--- config.mk ---
export PLATFORM = sky130hd
export DESIGN_NAME = jtag_blaster_command_encoder
export DESIGN_NICKNAME = d
export VERILOG_FILES = /design/src/jbce_pkg.sv /design/src/jtag_blaster_command_encoder.sv /design/src/jbce_ctrl.sv /design/src/jbce_dpath.sv
export SDC_FILE = /design/constraint.sdc
export NUM_CORES = 1
export LEC_CHECK = 0
export BUFFER_PORTS_ARGS = -buffer_cell sky130_fd_sc_hd__buf_2
export CELL_PAD_IN_SITES_DETAIL_PLACEMENT = 1
export CELL_PAD_IN_SITES_GLOBAL_PLACEMENT = 1
export CORE_MARGIN = 8
export CORE_UTILIZATION = 40
export CTS_BUF_LIST = sky130_fd_sc_hd__clkbuf_16
export DETAILED_ROUTE_END_ITERATION = 16
export GPL_TIMING_DRIVEN = 0
export PLACE_DENSITY = 0.78
export SYNTH_ARGS = -nofsm -noshare
export SYNTH_HDL_FRONTEND = slang
export SYNTH_SLANG_ARGS = --single-unit
--- constraint.sdc ---
create_clock -name clk -period 11.1 [get_ports clk]
set_clock_uncertainty 0.2 [all_clocks]
set_input_delay 1.11 -clock clk [delete_from_list [all_inputs] [get_ports clk]]
set_output_delay 1.11 -clock clk [all_outputs]
set_load 0.02 [all_outputs]
--- src/jbce_pkg.sv ---
// shared types, constants and codes for the jtag blaster command encoder
`default_nettype none

package jbce_pkg;

    // largest shift and the fixed field widths
    localparam int MAX_BITS    = 64;
    localparam int MAX_BURST   = 63;
    localparam int BANG_LIMIT  = 11;
    localparam int RST_TICKS   = 5;
    localparam int BITS_W      = 7;
    localparam int PAD_W       = MAX_BITS + 1;
    localparam int AMT_W       = $clog2(MAX_BITS / 8 + 1);
    localparam int REM_W       = 4;
    localparam int CNT_W       = (AMT_W > REM_W) ? AMT_W : REM_W;
    localparam int TICK_W      = 3;
    localparam int REPLY_W     = 7;

    // operation codes
    localparam logic [1:0] MODE_RESET = 2'd0;
    localparam logic [1:0] MODE_IR    = 2'd1;
    localparam logic [1:0] MODE_DR    = 2'd2;

    // command byte bits
    localparam logic [7:0] C_BMODE = 8'h80;
    localparam logic [7:0] C_READ  = 8'h40;
    localparam logic [7:0] C_LED   = 8'h20;
    localparam logic [7:0] C_TDI   = 8'h10;
    localparam logic [7:0] C_NCS   = 8'h08;
    localparam logic [7:0] C_TMS   = 8'h02;
    localparam logic [7:0] C_TCK   = 8'h01;

    typedef enum logic [2:0] {
        ST_IDLE,
        ST_RST,
        ST_PRE,
        ST_NCS,
        ST_BHDR,
        ST_BDATA,
        ST_BANG,
        ST_POST
    } state_t;

    typedef enum logic [2:0] {
        BK_PIN,
        BK_NCS,
        BK_BHDR,
        BK_BDATA,
        BK_BANG
    } byte_kind_t;

    typedef struct packed {
        logic               load;
        logic               emit;
        byte_kind_t         kind;
        logic               tck;
        logic               tms;
        logic               led;
        logic               fin;
        logic [AMT_W-1:0]   amt;
        logic [REM_W-1:0]   rem;
    } dp_cmd_t;

    typedef struct packed {
        logic can_load;
    } dp_stat_t;

endpackage

`default_nettype wire

--- src/jtag_blaster_command_encoder.sv ---
// top level of the jtag blaster command encoder
//
// channel   direction  beat contents
// s_*       in         tuser: mode[1:0]; tdata: shift_data[63:0], bit_count[70:64], capture[71]
// m_*       out        tdata: cmd_byte[7:0], reply_bytes[14:8]; tlast: last
// cfg_*     in         cfg_data: burst_enable
//
// in idle the encoder takes an operation, then the byte sequencer issues one command byte
// per cycle while the output register is free or m_tready is high
// a new operation is taken only once the sequencer has issued the last byte of the
// previous one; an unused mode code is taken and produces no bytes
// m_tready low with a byte held holds the output register and pauses the sequencer
// reset leaves burst_enable set and the sequencer idle
`default_nettype none

module jtag_blaster_command_encoder (
    input  wire logic          clk,
    input  wire logic          rst_n,
    input  wire logic          s_tvalid,
    output logic               s_tready,
    input  wire logic [71:0]   s_tdata,   // shift_data[63:0], bit_count[70:64], capture[71]
    input  wire logic [1:0]    s_tuser,   // mode[1:0]
    output logic               m_tvalid,
    input  wire logic          m_tready,
    output logic [15:0]        m_tdata,   // cmd_byte[7:0], reply_bytes[14:8], zero[15]
    output logic               m_tlast,
    input  wire logic          cfg_valid,
    output logic               cfg_ready,
    input  wire logic          cfg_data
);
    import jbce_pkg::*;

    dp_cmd_t              cmd;
    dp_stat_t             stat;
    logic [7:0]           cmd_byte;
    logic [REPLY_W-1:0]   reply_bytes;

    jbce_ctrl u_ctrl (
        .clk       (clk),
        .rst_n     (rst_n),
        .s_tvalid  (s_tvalid),
        .s_tready  (s_tready),
        .mode      (s_tuser),
        .bit_count (s_tdata[70:64]),
        .cfg_valid (cfg_valid),
        .cfg_ready (cfg_ready),
        .cfg_data  (cfg_data),
        .stat      (stat),
        .cmd       (cmd)
    );

    jbce_dpath u_dpath (
        .clk         (clk),
        .rst_n       (rst_n),
        .shift_data  (s_tdata[63:0]),
        .capture     (s_tdata[71]),
        .cmd         (cmd),
        .stat        (stat),
        .m_tvalid    (m_tvalid),
        .m_tready    (m_tready),
        .cmd_byte    (cmd_byte),
        .last        (m_tlast),
        .reply_bytes (reply_bytes)
    );

    assign m_tdata = {1'b0, reply_bytes, cmd_byte};

endmodule

`default_nettype wire

--- src/jbce_ctrl.sv ---
// byte sequencer state machine and burst planning for the command encoder
`default_nettype none

module jbce_ctrl (
    input  wire logic              clk,
    input  wire logic              rst_n,
    input  wire logic              s_tvalid,
    output logic                   s_tready,
    input  wire logic [1:0]        mode,
    input  wire logic [6:0]        bit_count,
    input  wire logic              cfg_valid,
    output logic                   cfg_ready,
    input  wire logic              cfg_data,
    input  wire jbce_pkg::dp_stat_t stat,
    output jbce_pkg::dp_cmd_t      cmd
);
    import jbce_pkg::*;

    state_t              state_reg, state_next;
    logic                half_reg, half_next;
    logic [TICK_W-1:0]   tick_reg, tick_next;
    logic [CNT_W-1:0]    cnt_reg, cnt_next;
    logic [AMT_W-1:0]    amt_reg, amt_next;
    logic [REM_W-1:0]    rem_reg, rem_next;
    logic                ir_reg, ir_next;
    logic                burst_reg;

    logic [BITS_W-1:0]   bits_sat;
    logic [BITS_W-1:0]   padded;
    logic [BITS_W-1:0]   pad_m1;
    logic                burst_sel;
    logic [AMT_W-1:0]    plan_amt;
    logic [REM_W-1:0]    plan_rem;
    logic [TICK_W-1:0]   pre_last;

    assign cfg_ready = 1'b1;
    assign s_tready  = (state_reg == ST_IDLE);

    // burst planning: if chosen, a header sends whole bytes but the last 1-8 bits
    always_comb
    begin
        bits_sat  = (bit_count > BITS_W'(MAX_BITS)) ? BITS_W'(MAX_BITS) : bit_count;
        padded    = bits_sat + BITS_W'(1);
        pad_m1    = padded - BITS_W'(1);
        burst_sel = (burst_reg || (bits_sat > BITS_W'(BANG_LIMIT))) && (padded > BITS_W'(8));
        if (burst_sel)
        begin
            plan_amt = AMT_W'(pad_m1 >> 3);
            plan_rem = REM_W'({1'b0, pad_m1[2:0]}) + REM_W'(1);
        end
        else
        begin
            plan_amt = '0;
            plan_rem = REM_W'(padded);
        end
    end

    assign pre_last = ir_reg ? TICK_W'(2) : TICK_W'(1);

    always_ff @(posedge clk or negedge rst_n)
    begin
        if (!rst_n)
        begin
            burst_reg <= 1'b1;
        end
        else if (cfg_valid && cfg_ready)
        begin
            burst_reg <= cfg_data;
        end
    end

    always_ff @(posedge clk or negedge rst_n)
    begin
        if (!rst_n)
        begin
            state_reg <= ST_IDLE;
            half_reg  <= 1'b0;
            tick_reg  <= '0;
            cnt_reg   <= '0;
            amt_reg   <= '0;
            rem_reg   <= '0;
            ir_reg    <= 1'b0;
        end
        else
        begin
            state_reg <= state_next;
            half_reg  <= half_next;
            tick_reg  <= tick_next;
            cnt_reg   <= cnt_next;
            amt_reg   <= amt_next;
            rem_reg   <= rem_next;
            ir_reg    <= ir_next;
        end
    end

    always_comb
    begin
        state_next = state_reg;
        half_next  = half_reg;
        tick_next  = tick_reg;
        cnt_next   = cnt_reg;
        amt_next   = amt_reg;
        rem_next   = rem_reg;
        ir_next    = ir_reg;
        cmd        = '0;
        cmd.kind   = BK_PIN;
        cmd.tck    = half_reg;
        cmd.amt    = plan_amt;
        cmd.rem    = plan_rem;
        cmd.emit   = (state_reg != ST_IDLE) && stat.can_load;

        case (state_reg)
            ST_IDLE:
            begin
                if (s_tvalid)
                begin
                    half_next = 1'b0;
                    tick_next = '0;
                    case (mode)
                        MODE_RESET:
                        begin
                            // load with an empty plan so the reply count reads zero
                            cmd.load   = 1'b1;
                            cmd.amt    = '0;
                            cmd.rem    = '0;
                            state_next = ST_RST;
                        end
                        MODE_IR, MODE_DR:
                        begin
                            cmd.load   = 1'b1;
                            state_next = ST_PRE;
                            ir_next    = (mode == MODE_IR);
                            amt_next   = plan_amt;
                            rem_next   = plan_rem;
                        end
                        default:
                        begin
                            state_next = ST_IDLE;
                        end
                    endcase
                end
            end
            ST_RST:
            begin
                cmd.tms = (tick_reg != TICK_W'(RST_TICKS));
                cmd.led = (tick_reg != TICK_W'(RST_TICKS));
                cmd.fin = (tick_reg == TICK_W'(RST_TICKS)) && half_reg;
                if (cmd.emit)
                begin
                    half_next = ~half_reg;
                    if (half_reg)
                    begin
                        if (tick_reg == TICK_W'(RST_TICKS))
                            state_next = ST_IDLE;
                        else
                            tick_next = tick_reg + TICK_W'(1);
                    end
                end
            end
            ST_PRE:
            begin
                cmd.led = 1'b1;
                cmd.tms = (tick_reg != pre_last);
                if (cmd.emit)
                begin
                    half_next = ~half_reg;
                    if (half_reg)
                    begin
                        if (tick_reg == pre_last)
                            state_next = ST_NCS;
                        else
                            tick_next = tick_reg + TICK_W'(1);
                    end
                end
            end
            ST_NCS:
            begin
                cmd.kind = BK_NCS;
                if (cmd.emit)
                begin
                    if (amt_reg != '0)
                    begin
                        state_next = ST_BHDR;
                        cnt_next   = CNT_W'(amt_reg);
                    end
                    else
                    begin
                        state_next = ST_BANG;
                        cnt_next   = CNT_W'(rem_reg);
                    end
                end
            end
            ST_BHDR:
            begin
                cmd.kind = BK_BHDR;
                if (cmd.emit)
                    state_next = ST_BDATA;
            end
            ST_BDATA:
            begin
                cmd.kind = BK_BDATA;
                if (cmd.emit)
                begin
                    if (cnt_reg == CNT_W'(1))
                    begin
                        state_next = ST_BANG;
                        cnt_next   = CNT_W'(rem_reg);
                    end
                    else
                    begin
                        cnt_next = cnt_reg - CNT_W'(1);
                    end
                end
            end
            ST_BANG:
            begin
                cmd.kind = BK_BANG;
                cmd.led  = 1'b1;
                cmd.tms  = (cnt_reg == CNT_W'(1));
                if (cmd.emit)
                begin
                    half_next = ~half_reg;
                    if (half_reg)
                    begin
                        if (cnt_reg == CNT_W'(1))
                        begin
                            state_next = ST_POST;
                            tick_next  = '0;
                        end
                        else
                        begin
                            cnt_next = cnt_reg - CNT_W'(1);
                        end
                    end
                end
            end
            ST_POST:
            begin
                cmd.led = (tick_reg == '0);
                cmd.tms = (tick_reg == '0);
                cmd.fin = (tick_reg == TICK_W'(1)) && half_reg;
                if (cmd.emit)
                begin
                    half_next = ~half_reg;
                    if (half_reg)
                    begin
                        if (tick_reg == TICK_W'(1))
                            state_next = ST_IDLE;
                        else
                            tick_next = tick_reg + TICK_W'(1);
                    end
                end
            end
            default:
            begin
                state_next = ST_IDLE;
            end
        endcase
    end

    a_emit_room: assert property (@(posedge clk) disable iff (!rst_n)
        cmd.emit |-> stat.can_load)
        else $error("byte issued while the output register is occupied");

    a_fin_end: assert property (@(posedge clk) disable iff (!rst_n)
        cmd.fin |-> (state_reg == ST_POST || state_reg == ST_RST) && half_reg)
        else $error("final byte outside a closing tick");

    a_reset_op: assert property (@(posedge clk) disable iff (!rst_n)
        (s_tvalid && s_tready && mode == MODE_RESET) |=> state_reg == ST_RST)
        else $error("tap reset operation not started");

    a_cnt_live: assert property (@(posedge clk) disable iff (!rst_n)
        (state_reg == ST_BANG || state_reg == ST_BDATA) |-> cnt_reg != '0)
        else $error("shift counter empty while shifting");

endmodule

`default_nettype wire

--- src/jbce_dpath.sv ---
// shift register, reply count and output register for the command encoder
`default_nettype none

module jbce_dpath (
    input  wire logic                              clk,
    input  wire logic                              rst_n,
    input  wire logic [jbce_pkg::MAX_BITS-1:0]     shift_data,
    input  wire logic                              capture,
    input  wire jbce_pkg::dp_cmd_t                 cmd,
    output jbce_pkg::dp_stat_t                     stat,
    output logic                                   m_tvalid,
    input  wire logic                              m_tready,
    output logic [7:0]                             cmd_byte,
    output logic                                   last,
    output logic [jbce_pkg::REPLY_W-1:0]           reply_bytes
);
    import jbce_pkg::*;

    logic [PAD_W-1:0]     sr_reg;
    logic                 read_reg;
    logic [AMT_W-1:0]     amt_reg;
    logic [REPLY_W-1:0]   reply_reg;
    logic                 out_valid_reg;
    logic [7:0]           byte_reg;
    logic                 last_reg;
    logic [REPLY_W-1:0]   out_reply_reg;
    logic [7:0]           byte_next;

    assign stat.can_load = !out_valid_reg || m_tready;

    always_comb
    begin
        byte_next = 8'h00;
        case (cmd.kind)
            BK_PIN:
            begin
                byte_next = (cmd.led ? C_LED : 8'h00) | (cmd.tms ? C_TMS : 8'h00)
                          | (cmd.tck ? C_TCK : 8'h00);
            end
            BK_NCS:
            begin
                byte_next = C_LED | C_NCS;
            end
            BK_BHDR:
            begin
                byte_next = C_BMODE | (read_reg ? C_READ : 8'h00) | 8'(amt_reg);
            end
            BK_BDATA:
            begin
                byte_next = sr_reg[7:0];
            end
            BK_BANG:
            begin
                // read flag only rides on the tck high half
                byte_next = C_LED | (sr_reg[0] ? C_TDI : 8'h00)
                          | ((read_reg && cmd.tck) ? C_READ : 8'h00)
                          | (cmd.tms ? C_TMS : 8'h00) | (cmd.tck ? C_TCK : 8'h00);
            end
            default:
            begin
                byte_next = 8'h00;
            end
        endcase
    end

    // padded stream: zero pad bit ahead of the data
    always_ff @(posedge clk)
    begin
        if (cmd.load)
        begin
            sr_reg    <= {shift_data, 1'b0};
            read_reg  <= capture;
            amt_reg   <= cmd.amt;
            reply_reg <= capture ? (REPLY_W'(cmd.amt) + REPLY_W'(cmd.rem)) : '0;
        end
        else if (cmd.emit && cmd.kind == BK_BDATA)
        begin
            sr_reg <= sr_reg >> 8;
        end
        else if (cmd.emit && cmd.kind == BK_BANG && cmd.tck)
        begin
            sr_reg <= sr_reg >> 1;
        end
    end

    always_ff @(posedge clk or negedge rst_n)
    begin
        if (!rst_n)
        begin
            out_valid_reg <= 1'b0;
        end
        else if (cmd.emit)
        begin
            out_valid_reg <= 1'b1;
        end
        else if (m_tready)
        begin
            out_valid_reg <= 1'b0;
        end
    end

    always_ff @(posedge clk)
    begin
        if (cmd.emit)
        begin
            byte_reg      <= byte_next;
            last_reg      <= cmd.fin;
            out_reply_reg <= cmd.fin ? reply_reg : '0;
        end
    end

    assign m_tvalid    = out_valid_reg;
    assign cmd_byte    = byte_reg;
    assign last        = last_reg;
    assign reply_bytes = out_reply_reg;

endmodule

`default_nettype wire
# Word level (Yosys, flattened, before mapping)
# Index checks and enable logic that the tools add are counted.
dict set report classes {
  n_addsub 6
  n_lt_le_gt_ge 3
  n_eq_ne 41
  muxes 70
  n_bitwise 7
  reduce_logical 31
}
# cell n
set ops {}
lappend ops {{$mux W65} 3}
lappend ops {{$mux W3} 30}
lappend ops {{$pmux W8 S5} 1}
lappend ops {{$mux W4} 9}
lappend ops {{$ne A2 B1 Y1 const B} 17}
lappend ops {{$or A8 B8 Y8} 4}
lappend ops {{$mux W8} 3}
lappend ops {{$pmux W3 S8} 1}
lappend ops {{$mux W7} 3}
lappend ops {{$eq A3 B3 Y1 const B} 6}
lappend ops {{$reduce_and A17 Y1} 1}
lappend ops {{$pmux W3 S5} 1}
lappend ops {{$gt A7 B4 Y1 const B} 2}
lappend ops {{$reduce_and A14 Y1} 1}
lappend ops {{$eq A3 B2 Y1 const B} 4}
lappend ops {{$pmux W3 S4} 1}
lappend ops {{$pmux W4 S3} 1}
lappend ops {{$ne A2 B2 Y1 const B} 5}
lappend ops {{$eq A3 B1 Y1 const B} 3}
lappend ops {{$logic_not A3 Y1} 3}
lappend ops {{$reduce_bool A3 Y1} 3}
lappend ops {{$logic_and A1 B1 Y1} 8}
lappend ops {{$mux W1} 8}
lappend ops {{$or A8 B1 Y8} 1}
lappend ops {{other kinds (32)} 39}
dict set report word_totals {
  ff_bits 115
  input_bits 80
  output_inout_bits 20
  wordCells 175
}

# Longest topological paths before layout
dict set report depth {
  ltp_word 10
  depth_mapped 16
  depth_no_buf 14
}

# By module
# From an unflattened synthesis, not the netlist that was laid out.
dict set report hier_totals {
  hier_cells 612
  hier_area_um2 6422.4
}
# module instances cells_per_inst area_each_um2 seq_area_each_um2
set modules_own_cells {}
lappend modules_own_cells {jbce_dpath 1 367 4419.2 2687.6}
lappend modules_own_cells {jbce_ctrl 1 243 1991.9 526.8}
lappend modules_own_cells {jtag_blaster_command_encoder 1 2 11.3 0.0}

# Worst setup path after synthesis
# No wires, ideal clock.
dict set report synth_path {
  kind {input to register}
  start {in s_tdata[70]}
  end {reg u_dpath.reply_reg[4] (data pin)}
  setup_ns 0.129
  arrival_time_ns 3.836
  required_time_ns 10.771
  slack_ns 6.935
  stages 14
  path_buffers 2
  path_cell_list {buf_2 > nor2b_1 > ha_1 > buf_6 > and3b_2 > nand2b_1 > nand2_1 > a311o_1 > or2_4 > or3_1 > fa_1 > nor2b_1 > o21a_1 > o21a_1}
}
dict set report synth_via {
  elab_chain_cells 10
  elab_cells_between_ends 15
  classes_between {add/sub (4); order compare (3); mux (6); reduce/logical (2)}
}
# element line
set synth_lines {}
lappend synth_lines {{start, declared} jtag_blaster_command_encoder.sv:21} ;# input wire logic [71:0] s_tdata,
lappend synth_lines {{$gt A7 B7 Y1} jbce_ctrl.sv:42} ;# bits_sat = (bit_count > BITS_W'(MAX_BITS)) ? BITS_W'(MAX_BITS) : bit_count;
lappend synth_lines {{$mux W7 (*)} jbce_ctrl.sv:42}
lappend synth_lines {{$add A7 B1 Y7 or $gt A7 B4 Y1 (tied branches)} {jbce_ctrl.sv:43, jbce_ctrl.sv:45}}
lappend synth_lines {{$sub A7 B1 Y7 (tied with other cells)} jbce_ctrl.sv:44} ;# pad_m1 = padded - BITS_W'(1);
lappend synth_lines {{$add A3 B1 Y4 or $logic_and A1 B1 Y1 (tied branches)} {jbce_ctrl.sv:49, jbce_ctrl.sv:45}}
lappend synth_lines {{$mux W4} jbce_ctrl.sv:46} ;# if (burst_sel)
lappend synth_lines {{$mux W8} jbce_ctrl.sv:119} ;# case (mode)
lappend synth_lines {{$mux W8} jbce_ctrl.sv:115} ;# if (s_tvalid)
lappend synth_lines {{$mux W8 (*)} jbce_ctrl.sv:112} ;# case (state_reg)
lappend synth_lines {{$add A4 B4 Y5 (*)} jbce_dpath.sv:74} ;# reply_reg <= capture ? (REPLY_W'(cmd.amt) + REPLY_W'(cmd.rem)) : '0;
lappend synth_lines {{end signal, assigned} jbce_dpath.sv:74}
lappend synth_lines {{end, declared} jbce_dpath.sv:22} ;# logic [REPLY_W-1:0] reply_reg;
# Mark *: on every way between the ends. The rest lies on a longest branch, timed or not.
# A chain may end at the register's enable or synchronous reset.

==> results.tsv <==
metric	value	unit
NumNets Final	883	
crit path capture	u_dpath.reply_reg[3]$_SDFFCE_PN0P_	
Min-Delay Path Depth	2	
number of routed nets with antenna violations	0	
vias	5455	
setup slack, reg-to-reg	7.77	ns
Final Instance Count excl. Fillers	1005	
via/cell ratio	5.428	
Rows	45	
# diodes	0	
CTS Buf Count	9	
post-synthesis adder-cell area fraction	2.922	%
Final setup viols	0	
die area	19890	um^2
Placed Area	7002	um^2
pwr/cell area	252.1	nW/um^2
slowest CP cell	a311o_1	
Max clock buf depth	2	
mux contribution to synthesized area	1.721	%
GP Congestion	0.9058	
Lkg Pwr	0.002997	uW
met2 usage in global routing	31.98	%
initial antenna violation count	0	
TritonCTS clock tree	yes	
synthesized cell area	6252	um^2
First-pass DRT Iterations	5	
yosys warns	0	
outcome	finished, final reports clean	
main combinational cell family by area after synthesis	simple AND/OR/NAND/NOR gates	
Clock Latency Late Sink	0.37	ns
largest stage delay on the critical path	0.40	ns
synth unique cells	66	
GRT met1 Usage	22.80	%
total of max-cap violations	0	
first-pass GRT wire length	29.73	mm
vias in the first global route	5891	
peak supply drop	0.0001290	V
core footprint	15260	um^2
f_max	0.2278	GHz
Fin Hold WS	0.2910	ns
io pins	100	
pre-CTS setup slack	6.367	ns
Syn-to-layout area delta	16.63	%
CP cell instances	buf_2 -> buf_2 -> nor2b_1 -> ha_1 -> buf_6 -> and3b_2 -> nand2b_1 -> nand2_1 -> a311o_1 -> or2_4 -> nor3_1 -> ha_1 -> a21o_1 -> a21oi_1 -> xnor2_1 -> and2_1	
met3 Use GR	4.794	%
layout cells sized above 1	18.64	%
Hold WC Path Type	register to register	
drc violations	0	
multi-input logic area	2763	um^2
PortBufs	94	
CP max FO	10	
# fillers	1836	
global routing's busiest layer	met2	
Mean Syn Cell Area	9.168	um^2
number of max-slew violations in the final report	0	
area fraction in compound gates after synthesis	14.93	%
Critical Path Source	s_tdata[70]	
xor/xnor cell area share of the yosys netlist	1.121	%
hold_buf cts	0	
Post-synth ARST share	19.82	%
final WL	18.38	mm
startpoint types	input pin	
RSZ-0062 raised after global routing	false	
hpwl dp	13.98	mm
minimum clock period	4.389	ns
grt ovf	0	
Tot GR Track Use	18.66	%
Initial Utilization	40.98	%
clk slew on worst S/H paths	0.08	ns
reg2reg start	u_ctrl.state_reg[0]$_DFFE_PN0P_	
commonest cells after routing, fill and taps aside	160 x nand2_1, 108 x buf_2, 88 x edfxtp_1	
worst reg-to-reg path cell count	8	
critical path arrival	4.31	ns
Critical Path Sink Type	register	
Final Cycle Share	39.54	%
die height	141.0	um
commonest non-fill, non-tap cell in the layout	nand2_1	
synthesized instance count	682	
H-tree Lvls	3	
largest net degree at the start of global routing	65	
Sink Count	111	
Worst Tran Pin Value	0.9037	ns
post-placement cell count	989	
Worst slew margin	39.69	%
1st-iter DRT viols	418	
number of synthesized flops with an enable pin	88	
max reg flops	65	
Critical Path RT	11.02	ns
final hold violations	0	
register area share after synthesis	51.41	%
Die X	141.0	um
Synth Area in Simple Gates	23.09	%
Register Area	3214	um^2
Synth Flop Type	edfxtp_1	
critical path class	input pin to register	
post-CTS setup buffers	0	
total negative setup slack	0	ns
clock root buffer	clkbuf_16	
design area	7292	um^2
worst setup margin	6.711	ns
routed length per instance	18.29	um
# resized after CTS	0	
worst reg2reg path endpoint	u_dpath.sr_reg[10]$_DFFE_PP_	
flip-flop and latch count after synthesis	111	
-- worst min path at each step --
stage          slack, ns                            from                              to
2_1_floorplan       0.24  u_dpath.sr_reg[0]$_SDFFE_PP0P_  u_dpath.sr_reg[0]$_SDFFE_PP0P_
3_3_place_gp        0.27  u_dpath.sr_reg[0]$_SDFFE_PP0P_  u_dpath.sr_reg[0]$_SDFFE_PP0P_
3_5_place_dp        0.28   u_ctrl.cnt_reg[1]$_DFFE_PN0P_   u_ctrl.cnt_reg[1]$_DFFE_PN0P_
4_1_cts             0.30   u_ctrl.cnt_reg[1]$_DFFE_PN0P_   u_ctrl.cnt_reg[1]$_DFFE_PN0P_
5_1_grt             0.32   u_ctrl.cnt_reg[1]$_DFFE_PN0P_   u_ctrl.cnt_reg[1]$_DFFE_PN0P_
6_report            0.29   u_ctrl.cnt_reg[1]$_DFFE_PN0P_   u_ctrl.cnt_reg[1]$_DFFE_PN0P_
-- synth_stat cells, types with 2 or more instances --
master	count	area, um^2
nor2b_1	16	100.1
o32ai_1	2	17.52
a31oi_1	61	381.6
nor3_1	4	20.02
or3_1	2	12.51
buf_2	14	70.07
nand3_1	19	95.09
edfxtp_1	88	2643
buf_4	5	37.54
nand3b_1	3	22.52
o21a_1	4	30.03
inv_1	13	48.80
a21oi_1	19	95.09
mux2i_1	4	40.04
or2_2	2	12.51
o211ai_1	3	22.52
xnor2_1	5	43.79
mux2_2	4	45.04
nand2b_1	10	62.56
clkbuf_1	28	105.1
nor3b_1	3	22.52
and4_1	2	17.52
a22oi_1	3	22.52
xor2_1	3	26.28
conb_1	2	7.510
and2_1	9	56.30
buf_1	3	11.26
ha_1	13	162.7
o21ai_0	23	115.1
nor2_1	85	319.1
nand2_1	161	604.3
dfrtp_1	21	525.5
a211oi_2	2	25.02
and3_1	3	18.77
o31ai_1	5	37.54
a21o_1	3	22.52
nor4_1	3	18.77
a32o_1	2	20.02
o22ai_1	3	18.77
-- routing by layer --
metal / part of all wire (%) / wire length [um]
met4: 1.5 / 278
met5: 0 / 0
met1: 45 / 8285
met3: 4.7 / 871
met2: 49 / 8944
-- cells by family (layout without fill, tap and decap cells) --
kind of cell               Yosys count  count (layout)
muxes                                9               9
AOI/OAI and AO/OA                  143             143
adders and majority gates           14              14
and+or+nand+nor                    329             329
buffers and inverters               66             176
xor gates and xnor gates             8               8
other                                2               4
DFF                                111             111
-- power breakdown --
part	total (uW)	switching, uW	internal, uW
clock network	326	168	158
registers	760	86.5	673
logic	753	485	268
total	1840	739	1100
-- metrics by stage --
stage	total power, uW	utilization, %
2_1_floorplan	1276	-
3_3_place_gp	1476	45.84
3_5_place_dp	1511	45.89
4_1_cts	1844	47.77
5_1_grt	1958	47.79
6_report	1839	47.79
-- area by class of cell --
type	count	area share [%]
multi-input cells	507	37.89
clock inverters	7	0.8579
flip-flops and latches	111	44.08
inverters	14	0.7207
clock buffers	9	3.089
well taps	211	3.620
plain buffers	52	3.294
repair buffers	94	6.452
-- worst max-delay path, delay by kind of cell --
| kind | cells | cell delay [ns] |
|---|---|---|
| XOR/XNOR | 1 | 0.10 |
| buffers and inverters | 3 | 0.43 |
| AND/OR/NAND/NOR | 7 | 1.37 |
| AO/OA/AOI/OAI | 3 | 0.76 |
| adder cells (fa/ha/maj) | 2 | 0.53 |
(Power assumes the default switching activity.)
